--- config.mk ---
export PLATFORM = sky130hd
export DESIGN_NAME = rrc_front
export DESIGN_NICKNAME = d
export VERILOG_FILES = /design/src/hdl/rrc_pkg.sv /design/src/hdl/rrc_front.sv
export SDC_FILE = /design/constraint.sdc
export NUM_CORES = 1
export LEC_CHECK = 0
export ABC_AREA = 1
export ABC_CLOCK_PERIOD_IN_PS = 11800
export BUFFER_PORTS_ARGS = -buffer_cell sky130_fd_sc_hd__buf_4
export CORE_MARGIN = 1.5
export CORE_UTILIZATION = 45
export CTS_BUF_LIST = sky130_fd_sc_hd__clkbuf_2 sky130_fd_sc_hd__clkbuf_4 sky130_fd_sc_hd__clkbuf_8
export DETAILED_ROUTE_END_ITERATION = 12
export SYNTH_ARGS = -nofsm -noshare
export SYNTH_HDL_FRONTEND = slang
export SYNTH_SLANG_ARGS = --single-unit
--- constraint.sdc ---
create_clock -name clock -period 11.8 [get_ports clock]
set_clock_uncertainty 0.2 [all_clocks]
set_input_delay 2.36 -clock clock [delete_from_list [all_inputs] [get_ports clock]]
set_output_delay 2.36 -clock clock [all_outputs]
set_load 0.01 [all_outputs]
--- src/hdl/rrc_pkg.sv ---
// ----------------------------------------------------------------------------
// rrc_pkg: shared types, constants and helpers
// Payload words, the log2 cell word, the reference unit states and the
// leading-one and normalize helpers used on both the target and reference paths.
// ----------------------------------------------------------------------------
package rrc_pkg;

   localparam int CoordWidth = 16;
   localparam int AmpWidth   = 16;
   localparam int RefWidth   = 16;
   localparam int FracW      = 16;                   // log2 fraction bits
   localparam int MantFrac   = 30;                   // mantissa is Q1.30
   localparam int MantW      = MantFrac + 1;
   localparam int SumW       = 2 * CoordWidth;       // x^2 + y^2
   localparam int SqW        = 2 * CoordWidth - 1;
   localparam int ExpW       = $clog2(SumW);
   localparam int LogW       = ExpW + FracW;         // unsigned log2, Q16
   localparam int TlW        = LogW + 2;             // signed log2 difference
   localparam int KW         = 19;
   localparam int ProdW      = TlW + KW + 1;
   localparam int CntW       = $clog2(FracW + 1);
   localparam int PaddrW     = 2;

   localparam logic [KW-1:0]       LogK        = KW'(394566);   // 20*log10(2), Q16
   localparam int                  OriginLog   = -257659;       // 2*log2(0.256), Q16
   localparam logic [RefWidth-1:0] RefReset    = RefWidth'(256);
   localparam logic [LogW-1:0]     RefLogReset = LogW'(524288); // log2(256), Q16
   localparam logic [PaddrW-1:0]   RefAddr     = PaddrW'(0);

   typedef struct packed {
      logic signed [CoordWidth-1:0] pos_x;
      logic signed [CoordWidth-1:0] pos_y;
      logic signed [AmpWidth-1:0]   amplitude_in;
   } req_type;

   typedef struct packed {
      logic signed [AmpWidth-1:0] amplitude_out;
      logic                       saturated;
   } rsp_type;

   // word handed from cell to cell
   typedef struct packed {
      logic                       valid;
      logic                       origin;
      logic signed [AmpWidth-1:0] amp;
      logic [ExpW-1:0]            exp;
      logic [FracW-1:0]           frac;
      logic [MantW-1:0]           mant;
   } node_type;

   typedef enum logic {
      REF_IDLE,
      REF_RUN
   } ref_state_type;

   function automatic logic [ExpW-1:0] lead_one(input logic [SumW-1:0] v);
      logic [ExpW-1:0] n;
      n = '0;
      for (int i = 0; i < SumW; i++) begin
         if (v[i]) n = ExpW'(i);
      end
      return n;
   endfunction

   // v * 2^(30-n), truncated to Q1.30
   function automatic logic [MantW-1:0] mant_norm(input logic [SumW-1:0] v,
                                                  input logic [ExpW-1:0] n);
      logic [SumW+MantFrac-1:0] wide;
      wide = {v, {MantFrac{1'b0}}} >> n;
      return wide[MantW-1:0];
   endfunction

endpackage

--- src/hdl/rrc_front.sv ---
// ----------------------------------------------------------------------------
// rrc_front: range front end
// Magnitudes, squares, sum, leading-one position and mantissa normalize,
// one step per register stage.
// ----------------------------------------------------------------------------
module rrc_front (
   input  logic              clock,
   input  logic              reset,
   input  logic              accept,
   input  rrc_pkg::req_type  req_data,
   output rrc_pkg::node_type node_o
);
   import rrc_pkg::*;

   logic                       v1_ff, v2_ff, v3_ff, v4_ff;
   logic [CoordWidth-1:0]      ax_ff, ay_ff;
   logic [CoordWidth-1:0]      ax_in, ay_in;
   logic signed [AmpWidth-1:0] amp1_ff, amp2_ff, amp3_ff, amp4_ff;
   logic [SqW-1:0]             sqx_ff, sqy_ff;
   logic [SumW-1:0]            sum_ff, sum4_ff;
   logic [ExpW-1:0]            exp_ff;
   logic                       origin_ff;
   node_type                   node_ff;
   node_type                   node_in;

   always_comb begin
      ax_in = req_data.pos_x[CoordWidth-1] ? CoordWidth'(-req_data.pos_x)
                                           : CoordWidth'(req_data.pos_x);
      ay_in = req_data.pos_y[CoordWidth-1] ? CoordWidth'(-req_data.pos_y)
                                           : CoordWidth'(req_data.pos_y);
      node_in        = '0;
      node_in.valid  = v4_ff;
      node_in.origin = origin_ff;
      node_in.amp    = amp4_ff;
      node_in.exp    = exp_ff;
      node_in.mant   = mant_norm(sum4_ff, exp_ff);
   end

   always_ff @(posedge clock) begin
      ax_ff     <= ax_in;
      ay_ff     <= ay_in;
      amp1_ff   <= req_data.amplitude_in;
      sqx_ff    <= SqW'(SumW'(ax_ff) * SumW'(ax_ff));
      sqy_ff    <= SqW'(SumW'(ay_ff) * SumW'(ay_ff));
      amp2_ff   <= amp1_ff;
      sum_ff    <= SumW'(sqx_ff) + SumW'(sqy_ff);
      amp3_ff   <= amp2_ff;
      exp_ff    <= lead_one(sum_ff);
      origin_ff <= (sum_ff == '0);
      sum4_ff   <= sum_ff;
      amp4_ff   <= amp3_ff;
      if (reset) begin
         v1_ff   <= 1'b0;
         v2_ff   <= 1'b0;
         v3_ff   <= 1'b0;
         v4_ff   <= 1'b0;
         node_ff <= '0;
      end else begin
         v1_ff   <= accept;
         v2_ff   <= v1_ff;
         v3_ff   <= v2_ff;
         v4_ff   <= v3_ff;
         node_ff <= node_in;
      end
   end

   assign node_o = node_ff;

endmodule

Word-level counts from Yosys, hierarchy flattened
Cells that the tools add are included.
{"block": "totals", "output_inout_bits": 70, "inputBits": 51, "elab_cells": 71, "reg_bits": 302}
{"block": "op_classes", "n_mul": 2, "n_reduce_logical": 5, "add_sub_neg": 3, "shifts": 1, "mux": 32}
{"operator": "5-bit 2-to-1 mux", "n": 14}
{"operator": "16-bit by 16-bit multiplier with 31-bit output", "n": 2}
{"operator": "62-bit by 5-bit >> shifter with 31-bit output", "n": 1}
{"operator": "31-bit by 31-bit adder with 32-bit output", "n": 1}
{"operator": "32-bit logical NOT", "n": 1}
{"operator": "4-bit 2-to-1 mux", "n": 8}
{"operator": "16-bit negation", "n": 2}
{"operator": "15-bit 2-to-1 mux", "n": 2}
{"operator": "16-bit OR reduction", "n": 1}
{"operator": "3-bit 2-to-1 mux", "n": 4}
{"operator": "8-bit OR reduction", "n": 1}
{"operator": "2-bit 2-to-1 mux", "n": 2}
{"operator": "4-bit OR reduction", "n": 1}
{"operator": "1-bit 2-to-1 mux", "n": 2}
{"operator": "2-bit OR reduction", "n": 1}

Depth between registers and ports, before layout
Gate-level depths: netlist of the first run.
{"block": "depth", "depth_word": 30, "depth_mapped": 29, "ltp_nobuf": 29}

Worst setup path after synthesis of the first run
OpenSTA, ideal clock, no wires.
{"block": "synth_path", "kind": "reg2reg", "from": "register ax_ff[2]", "to": "register sqx_ff[29]", "path_buffers": 2, "setup_ns": 0.072, "path_stages_with_launch": 24, "t_arrival_ns": 5.612, "required_ns": 11.528, "period_less_slack_ns": 5.883, "setup_slack_ns": 5.917, "path_cell_list": "dfxtp_1 clkbuf_1 clkbuf_1 nand2_1 fa_1 fa_1 fa_1 fa_1 fa_1 fa_1 inv_1 ha_1 a21oi_1 o21ai_0 a21oi_2 inv_2 a21oi_4 o21bai_2 a21oi_2 o21ai_2 a21oi_1 nor2_1 nor2_1 xor2_1"}
{"block": "synth_between", "elab_chain_len": 1}
{"element": "start: declaration", "line_no": "rrc_front.sv:16", "source": "logic [CoordWidth-1:0] ax_ff, ay_ff;"}
{"element": "start signal: assignment", "line_no": "rrc_front.sv:40", "source": "ax_ff <= ax_in;"}
{"element": "16-bit by 16-bit multiplier with 31-bit output", "line_no": "rrc_front.sv:43", "source": "sqx_ff <= SqW'(SumW'(ax_ff) * SumW'(ax_ff));"}
{"element": "end signal: assignment", "line_no": "rrc_front.sv:43"}
{"element": "end: declaration", "line_no": "rrc_front.sv:19", "source": "logic [SqW-1:0] sqx_ff, sqy_ff;"}
Every way passes these cells.
A chain may end at the register's enable or synchronous reset.

Final worst setup path of the first run
{"block": "layout_path", "from": "register ax_ff[9]", "to": "register sqx_ff[29]"}
The elaborated chain is that of the path after synthesis.

==> reports/metrics.cfg, run 1 <==
[run_status]
status = finished, final reports clean

[synthesis]
ys_warn_count = 0
ys_seq_area_share_pct = 23.90
async_reset_ff_share_pct = 0
avgSynthCellArea_sq_um = 8.705
synthDistinctLibCells = 56
netlist_instances = 2733
ys.flop_type = dfxtp_1
synth_edf_count = 0
syn_area_sq_um = 23790
ys_seq_elements = 284

[clocking]
cts_sinks = 284
post_cts_buffers = 0
cts_htree_levels = 2
clk_path_buf_depth = 3
cts_resized = 0
cts_tree = built
hold_buffers = 0
clk_latency_ns = 0.58
clockRootBuffer = clkbuf_8
clkTransAtPathRegs_ns = 0.06
cts_buffers = 45

[global_routing]
grt_pass1_wl_microns = 81600
grt.total_usage_pct = 18.39
antenna_found_initial = 0
grt_max_degree = 35
grt_pass1_vias = 17510
grt_overflow = 0

[sta]
rsz0062_at_grt = false
fmax_ghz = 0.1566
setup_violations = 0
hold_viol = 0
slew_viol_final = 0
fin_tns_setup_ns = 0
max_slew_margin_pct = 43.22
tightest_slew_ns = 0.8508
min_period_over_period_pct = 54.10
min_period_ns = 6.384

[worst_setup_path]
worstSetupStartpoint = ax_ff[9]
r2r_end = sqx_ff[29]
end_kind = register
required_ns = 12.10
cp.arrival_ns = 6.69
crit_path_max_fanout = 16
critPathLaunchType = register
path_class = reg2reg
reg2reg_slack_ns = 5.42
cp-endpoint = sqx_ff[29]
ff2ff_path_depth = 21
r2r_start = ax_ff[9]

[worst_hold_path]
min_path_type = reg2reg

[route]
wire_per_inst_microns = 13.44
top_layer = met4
wl_met3_microns = 1349
drtPass1Iterations = 5
met1_length_microns = 20700
dr_wl_met2_microns = 24070
vias = 16800
drt_iter0_drc = 733
drt-total-wl_microns = 47450
drtAntennaViolNets = 0
drc = 0
via_per_inst = 4.758

[die]
initial_core_util_pct = 45.36
io_pins = 121
die_w_microns = 232.9
core_area_sq_um = 52450
die_h_microns = 232.9
dieArea_sq_um = 54260
rows = 84

[placement]
gp_congestion = 0.8734
io_buffers = 104
dp_hpwl_microns = 39740

[final_layout]
fill_cells = 5039
syn_to_final_growth_pct = 9.997
drive_gt1_share_pct = 8.589
final_nets = 3410

[job]
maxCapViolCount = 0

[cell type report]
class	count	area (sq um)	share of cell area, %
Antenna cell	1	2.502	0.009562
Clock inverter	20	232.7	0.8893
Inverter	652	2447	9.352
Multi-Input combinational cell	1713	15280	58.39
Timing Repair Buffer	108	810.8	3.098
Sequential cell	284	5685	21.72
Tap cell	688	860.8	3.289
Clock buffer	64	849.6	3.246
[placed cells by master (no fill, tap or decap), types with 85 or more instances in the layout]
master / instances
a21oi_1: 89
buf_4: 108
dfxtp_1: 284
fa_1: 329
ha_1: 226
inv_1: 646
nand2_1: 507
nor2_1: 138
o21ai_0: 93
xor2_1: 85
[registers in the layout, summed over array words and instances, names as in the netlist]
register and flops:
amp1_ff 16, amp2_ff 16, amp3_ff 16, amp4_ff 16
ax_ff 16, ay_ff 16, exp_ff 5, node_o 54
origin_ff 1, sqx_ff 30, sqy_ff 30, sum4_ff 32
sum_ff 32, v1_ff 1, v2_ff 1, v3_ff 1
v4_ff 1
[per-layer routing]
metal | up-vias | GRT usage (%)
met1 | 8173 | 23.00
met5 | - | 0
met4 | 0 | 5.827
met3 | 67 | 1.740
li1 | 8313 | -
met2 | 243 | 33.24
[worst min path at each step]
stage,to,slack (ns),start,cells past startpoint
6_report,amp4_ff[14],0.12,amp3_ff[14],0
3_5_place_dp,amp3_ff[11],0.11,amp2_ff[11],0
5_1_grt,amp2_ff[8],0.13,amp1_ff[8],0
3_3_place_gp,amp4_ff[1],0.11,amp3_ff[1],0
4_1_cts,amp4_ff[14],0.12,amp3_ff[14],0
2_1_floorplan,amp2_ff[0],0.11,amp1_ff[0],0
[stage by stage]
stage | worst slack, ns | instances | util, % | hold slack (ns) | cell area [sq um]
global route | 5.008 | 3529 | 49.90 | 0.1288 | 26170
global placement | 5.642 | 3445 | 47.83 | 0.1096 | 25090
finish | 5.416 | 3530 | 49.90 | 0.1204 | 26170
floorplan | 5.917 | 2748 | - | 0.1096 | 23850
CTS | 5.385 | 3529 | 49.90 | 0.1237 | 26170
detailed placement | 5.408 | 3445 | 47.83 | 0.1121 | 25090
[critical path, stage by stage (launching register included)]
cell and delay (ns):
dfxtp_1 0.77, nand2_1 0.25, fa_1 0.57, fa_1 0.59, fa_1 0.45, fa_1 0.57
fa_1 0.43, fa_1 0.49, inv_1 0.04, ha_1 0.33, a21oi_1 0.17, o21ai_0 0.11
a21oi_2 0.23, inv_2 0.08, a21oi_4 0.17, o21bai_2 0.11, a21oi_2 0.19, o21ai_2 0.09
a21oi_1 0.13, nor2_1 0.05, nor2_1 0.10, xor2_1 0.16
[cell families after synthesis]
group	count (synthesis)	share of synthesized area (%)
other	1	0.01576
adders and majority gates	555	39.57
muxes	6	0.2524
xor gates and xnor gates	126	4.638
AOI/OAI and AO/OA	264	6.937
buffers and inverters	751	12.11
DFF	284	23.90
and+or+nand+nor	746	12.58
[synth_stat cells, types with 7 or more instances]
master / count / area [sq um]
a21oi_1: 89 / 445.4
a21oi_2: 9 / 78.83
buf_4: 16 / 120.1
clkbuf_1: 79 / 296.5
dfxtp_1: 284 / 5685
fa_1: 329 / 6586
ha_1: 226 / 2828
inv_1: 646 / 2425
nand2_1: 507 / 1903
nand3_1: 48 / 240.2
nor2_1: 138 / 518.0
nor3_1: 17 / 85.08
nor4_1: 9 / 56.30
o211ai_1: 7 / 52.55
o21ai_0: 93 / 465.5
o21ai_2: 8 / 70.07
xnor2_1: 41 / 359.1
xor2_1: 85 / 744.5
Power of run 1 is left out: the tool's default activity adds up to more than one toggle a clock period on the data nets, which glitch-free logic cannot reach.
==> run 2, diff against run 1 <==
ABC_CLOCK_PERIOD_IN_PS = 5800   (was 11800)
clock period = 5.8 ns   (was 11.8 ns; I/O delays follow)
==> run 2 against run 1 <==
  * Hold slack gained 0.0041 ns
  * Flip-flop and latch count unchanged
  * Highest routed layer unchanged
  * Critical path depth rose by 2
  * Critical endpoint is now sqy_ff[29]
  * Die area did not move
  * Cell count is 2.3% higher
  * Routed wire length is 1.0% higher
  * First-iteration DRC count down 10%
  * Global-route usage is essentially flat
  * Final area grew 3.9%
  * Largest cell class unchanged
  * Register-to-register slack got worse by 5.3 ns
  * Sequential share of layout area fell by 0.53 points
  * Via count increased by 1.4%
==> reports/metrics.cfg, run 2 (synthesized netlist as in run 1, its figures left out) <==
[run_status]
status = finished, final reports clean

[sta]
fmax_ghz = 0.1754
setup_violations = 0
min_period_over_period_pct = 98.27
hold_ws_ns = 0.1245
max_slew_margin_pct = 37.92
slew_viol_final = 0
hold_viol = 0
rsz0062_at_grt = true
layout_setup_ws_ns = 0.1003
tightest_slew_ns = 0.9299
min_period_ns = 5.700

[route]
top_layer = met4
drc = 0
drtAntennaViolNets = 0
vias = 17040
met1_length_microns = 21200
drt_iter0_drc = 657
drtPass1Iterations = 6
dr_wl_met2_microns = 24140
via_per_inst = 4.718
wl_met3_microns = 1726
wire_per_inst_microns = 13.27
drt-total-wl_microns = 47920

[worst_setup_path]
crit_path_max_fanout = 6
path_class = reg2reg
end_kind = register
cp.arrival_ns = 6.00
required_ns = 6.10
critPathLaunchType = register

[final_layout]
final_nets = 3502
largest_reg_flops = 54
syn_to_final_growth_pct = 14.33
drive_gt1_share_pct = 14.07
final_cell_mix = 632 x inv_1, 499 x nand2_1, 322 x fa_1
layout_commonest_cell = inv_1
fill_cells = 4900
seqCellArea_sq_um = 5766
multi_input_area_sq_um = 15570

[clocking]
hold_buffers = 0
clockRootBuffer = clkbuf_8
cts_htree_levels = 2
clkTransAtPathRegs_ns = 0.06
clk_path_buf_depth = 3
cts_buffers = 46
cts_tree = built
clk_latency_ns = 0.58
cts_sinks = 284

[global_routing]
grt_pass1_wl_microns = 81990
antenna_found_initial = 1
grt_overflow = 0
grt_max_degree = 35
grt_pass1_vias = 17620
grt.total_usage_pct = 18.38

[die]
dieArea_sq_um = 54260
core_area_sq_um = 52450
initial_core_util_pct = 45.36
die_h_microns = 232.9
rows = 84
io_pins = 121
die_w_microns = 232.9

[job]
maxCapViolCount = 0

[placement]
io_buffers = 104
preCtsSetupSlack_ns = -0.1663
dp_hpwl_microns = 40280
gp_congestion = 0.8751

[worst_hold_path]
min_path_type = reg2reg

-- run 2: cell count changes in the layout (fill, tap and decap cells not counted), sizes merged --
cell      before  now
inv          652  653
clkinv        13    5
bufinv         4    2
buf          108  199
clkinvlp       3    2
-- run 2: routing by layer --
layer / global-route usage, % / up-vias
met3: 1.998 / 58
met5: 0 / -
met4: 4.395 / 0
met2: 32.78 / 291
li1: - / 8490
met1: 23.76 / 8196
-- run 2: area by class of cell --
cell class,instances,area share (%)
tap,688,3.165
multi-input combinational,1713,57.23
inverter,652,8.997
clock inverter,10,0.4600
timing repair buffer,199,5.934
clock buffer,64,3.008
sequential,284,21.20
antenna,1,0.009200
-- run 2: through the flow --
step                      area [sq um]  instances  setup TNS (ns)  util, %
after floorplan                  23860       2748               0        -
after global placement           25620       3510         -0.1769    48.86
after detailed placement         25620       3510         -0.4083    48.86
after CTS                        26630       3584               0    50.78
after global routing             27200       3611         -0.2218    51.87
final                            27200       3611               0    51.87
-- run 2: critical path, cell delays in order, from the launching register on --
cell       delay [ns]
dfxtp_4          0.36
buf_6            0.13
inv_2            0.04
fa_1             0.55
inv_2            0.04
fa_1             0.51
inv_2            0.04
fa_1             0.52
inv_1            0.05
fa_1             0.57
fa_1             0.45
fa_1             0.56
ha_4             0.22
a21oi_2          0.13
o21a_1           0.15
o221ai_2         0.11
a21oi_2          0.20
nor3_2           0.06
nand2_1          0.08
o2111ai_2        0.13
a21oi_2          0.18
nor2_1           0.06
nor2_1           0.12
xor2_1           0.15
-- run 2: path summary, 6_finish.rpt --
| path | start | slack (ns) | to | depth (start not counted) |
|---|---|---|---|---|
| max | ay_ff[7] | 0.10 | sqy_ff[29] | 23 |
| min | amp3_ff[2] | 0.12 | amp4_ff[2] | 0 |
| min reg2reg | amp3_ff[2] | 0.12 | amp4_ff[2] | 0 |
| max reg2reg | ay_ff[7] | 0.10 | sqy_ff[29] | 23 |
-- run 2: what timing repair did --
action,CTS,global route
setup endpoints to repair,7,18
endpoints found under the hold margin,0,0
setup buffers,0,26
resized for setup,25,102
pin swaps,0,45
Power of run 2 is left out for the same reason.
==> run 3, diff against run 2 <==
CORE_UTILIZATION = 40   (was 45)
CTS_BUF_LIST = sky130_fd_sc_hd__clkbuf_16   (was sky130_fd_sc_hd__clkbuf_2 sky130_fd_sc_hd__clkbuf_4 sky130_fd_sc_hd__clkbuf_8)
==> run 3 against run 2 <==
  * Worst setup slack improved by 0.062 ns
  * Largest cell class unchanged
  * Register-to-register slack better by 0.06 ns
  * Core utilization is 5.1 points lower
  * Cell count is 1.7% higher
  * Critical path type unchanged
  * Maximum frequency increased by 1.1%
==> reports/metrics.cfg, run 3 (synthesized netlist as in run 1, its figures left out) <==
[run_status]
status = finished, final reports clean

[clocking]
cts_htree_levels = 1
clk_latency_ns = 0.56
hold_buffers = 0
clk_path_buf_depth = 3
clockRootBuffer = clkbuf_16
cts_buffers = 29
cts_sinks = 284
cts_tree = built
clkTransAtPathRegs_ns = 0.06

[global_routing]
grt_overflow = 0
grt.total_usage_pct = 16.37
grt_pass1_vias = 17700
grt_max_degree = 35
grt_pass1_wl_microns = 82540
antenna_found_initial = 0

[route]
vias = 17080
drtAntennaViolNets = 0
wire_per_inst_microns = 13.42
drt_iter0_drc = 681
drtPass1Iterations = 5
via_per_inst = 4.650
drt-total-wl_microns = 49310
drc = 0

[die]
die_w_microns = 246.9
initial_core_util_pct = 40.39
core_area_sq_um = 58910
dieArea_sq_um = 60950
die_h_microns = 246.9
io_pins = 121
rows = 89

[worst_setup_path]
max_stage_delay_ns = 0.54
path_delay_family = adder cells
r2r_start = ay_ff[6]
crit_top_cell = fa_1
end_kind = register
r2r_end = sqy_ff[29]
critical_path_buf_inv_count = 5
reg2reg_slack_ns = 0.16
path_class = reg2reg
ff2ff_path_depth = 23
crit_slowest_cell = fa_1
required_ns = 6.09
crit_path_max_fanout = 8
cp.arrival_ns = 5.92
critPathLaunchType = register
crit_chain = buf_4, fa_1, inv_1, fa_1, inv_1, fa_1, fa_1, fa_1, inv_1, fa_1, inv_1, ha_4, a21oi_4, o21a_1, o221ai_4, a21oi_4, nor3_2, nand2_1, o2111ai_2, a21oi_1, nor2_1, nor2_1, xor2_1

[worst_hold_path]
min_path_type = reg2reg
holdPathStages = 0
min_to = amp4_ff[14]
min-delay-start = amp3_ff[14]

[job]
maxCapViolCount = 0

[final_layout]
syn_to_final_growth_pct = 15.77
final_nets = 3485
final_cell_mix = 635 x inv_1, 495 x nand2_1, 320 x fa_1
drive_gt1_share_pct = 14.10
diodes = 0
layout_commonest_cell = inv_1
largest_reg_flops = 54

[sta]
fin_tns_setup_ns = 0
rsz0062_at_grt = true
min_period_over_period_pct = 97.20
max_slew_margin_pct = 46.84
setup_violations = 0
slew_viol_final = 0
fmax_ghz = 0.1774
min_period_ns = 5.637
tightest_slew_ns = 0.7965
hold_viol = 0

[placement]
gp_congestion = 0.9005
io_buffers = 104
dp_hpwl_microns = 41170

run 3: cell types whose count changed in the layout (fill, tap and decap cells not counted), moves of 4 or more:
cell / before / now
clkbuf_8: 54 / 0
clkbuf_16: 0 / 29
clkbuf_4: 10 / 0
buf_6: 8 / 16
ha_1: 215 / 209
buf_12: 6 / 1
buf_4: 183 / 178
clkinv_2: 2 / 7
inv_6: 1 / 5
nand2_1: 499 / 495
run 3: worst reg2reg max path, stage by stage (launching register included):
cell and delay [ns]:
dfxtp_4 0.38, buf_4 0.17, fa_1 0.54, inv_1 0.05, fa_1 0.47, inv_1 0.05
fa_1 0.49, fa_1 0.44, fa_1 0.52, inv_1 0.05, fa_1 0.48, inv_1 0.06
ha_4 0.22, a21oi_4 0.16, o21a_1 0.19, o221ai_4 0.13, a21oi_4 0.17, nor3_2 0.06
nand2_1 0.09, o2111ai_2 0.11, a21oi_1 0.19, nor2_1 0.05, nor2_1 0.13, xor2_1 0.15
run 3: stage by stage:
stage          worst slack, ns  instances  area (sq um)  utilization (%)  hold WS, ns
2_1_floorplan         0.005819       2748         23860                -       0.1096
3_3_place_gp           -0.1822       3596         25700            43.63       0.1103
3_5_place_dp           -0.2563       3596         25700            43.63       0.1121
4_1_cts               0.001982       3650         26740            45.40       0.1263
5_1_grt               -0.09620       3674         27540            46.76       0.1265
6_report                0.1626       3674         27540            46.76       0.1234
run 3: how the worst max path moves through the flow:
stage	from	endpoint	slack, ns	cells past startpoint
floorplan	ax_ff[9]	sqx_ff[29]	0.006	22
global placement	ay_ff[13]	sqy_ff[30]	-0.18	19
detailed placement	ay_ff[13]	sqy_ff[30]	-0.26	19
CTS	ax_ff[10]	sqx_ff[29]	0.002	25
global route	ay_ff[4]	sqy_ff[29]	-0.1	24
finish	ay_ff[6]	sqy_ff[29]	0.16	23
run 3: layout make-up:
| type | instances | area (sq um) |
|---|---|---|
| clock buffers | 29 | 725.7 |
| clock inverters | 24 | 266.5 |
| fillers | 5631 | 31360 |
| inverters | 652 | 2450 |
| multi-input cells | 1713 | 15770 |
| flip-flops and latches | 284 | 5773 |
| well taps | 773 | 967.2 |
| repair buffers | 199 | 1597 |
run 3: repair_timing:
action	4_1_cts	5_1_grt
hold endpoints to repair	0	0
pin swaps	2	67
buffers inserted	1	24
endpoints found under the setup margin	3	16
gates resized for setup	26	157
run 3: per-layer routing:
layer | wire length (microns) | up-vias | GRT usage (%)
li1 | - | 8450 | -
met1 | 21020 | 8295 | 20.26
met2 | 25660 | 276 | 30.37
met3 | 1520 | 63 | 1.346
met4 | 1106 | 0 | 4.268
met5 | 0 | - | 0
Power of run 3 is left out for the same reason.
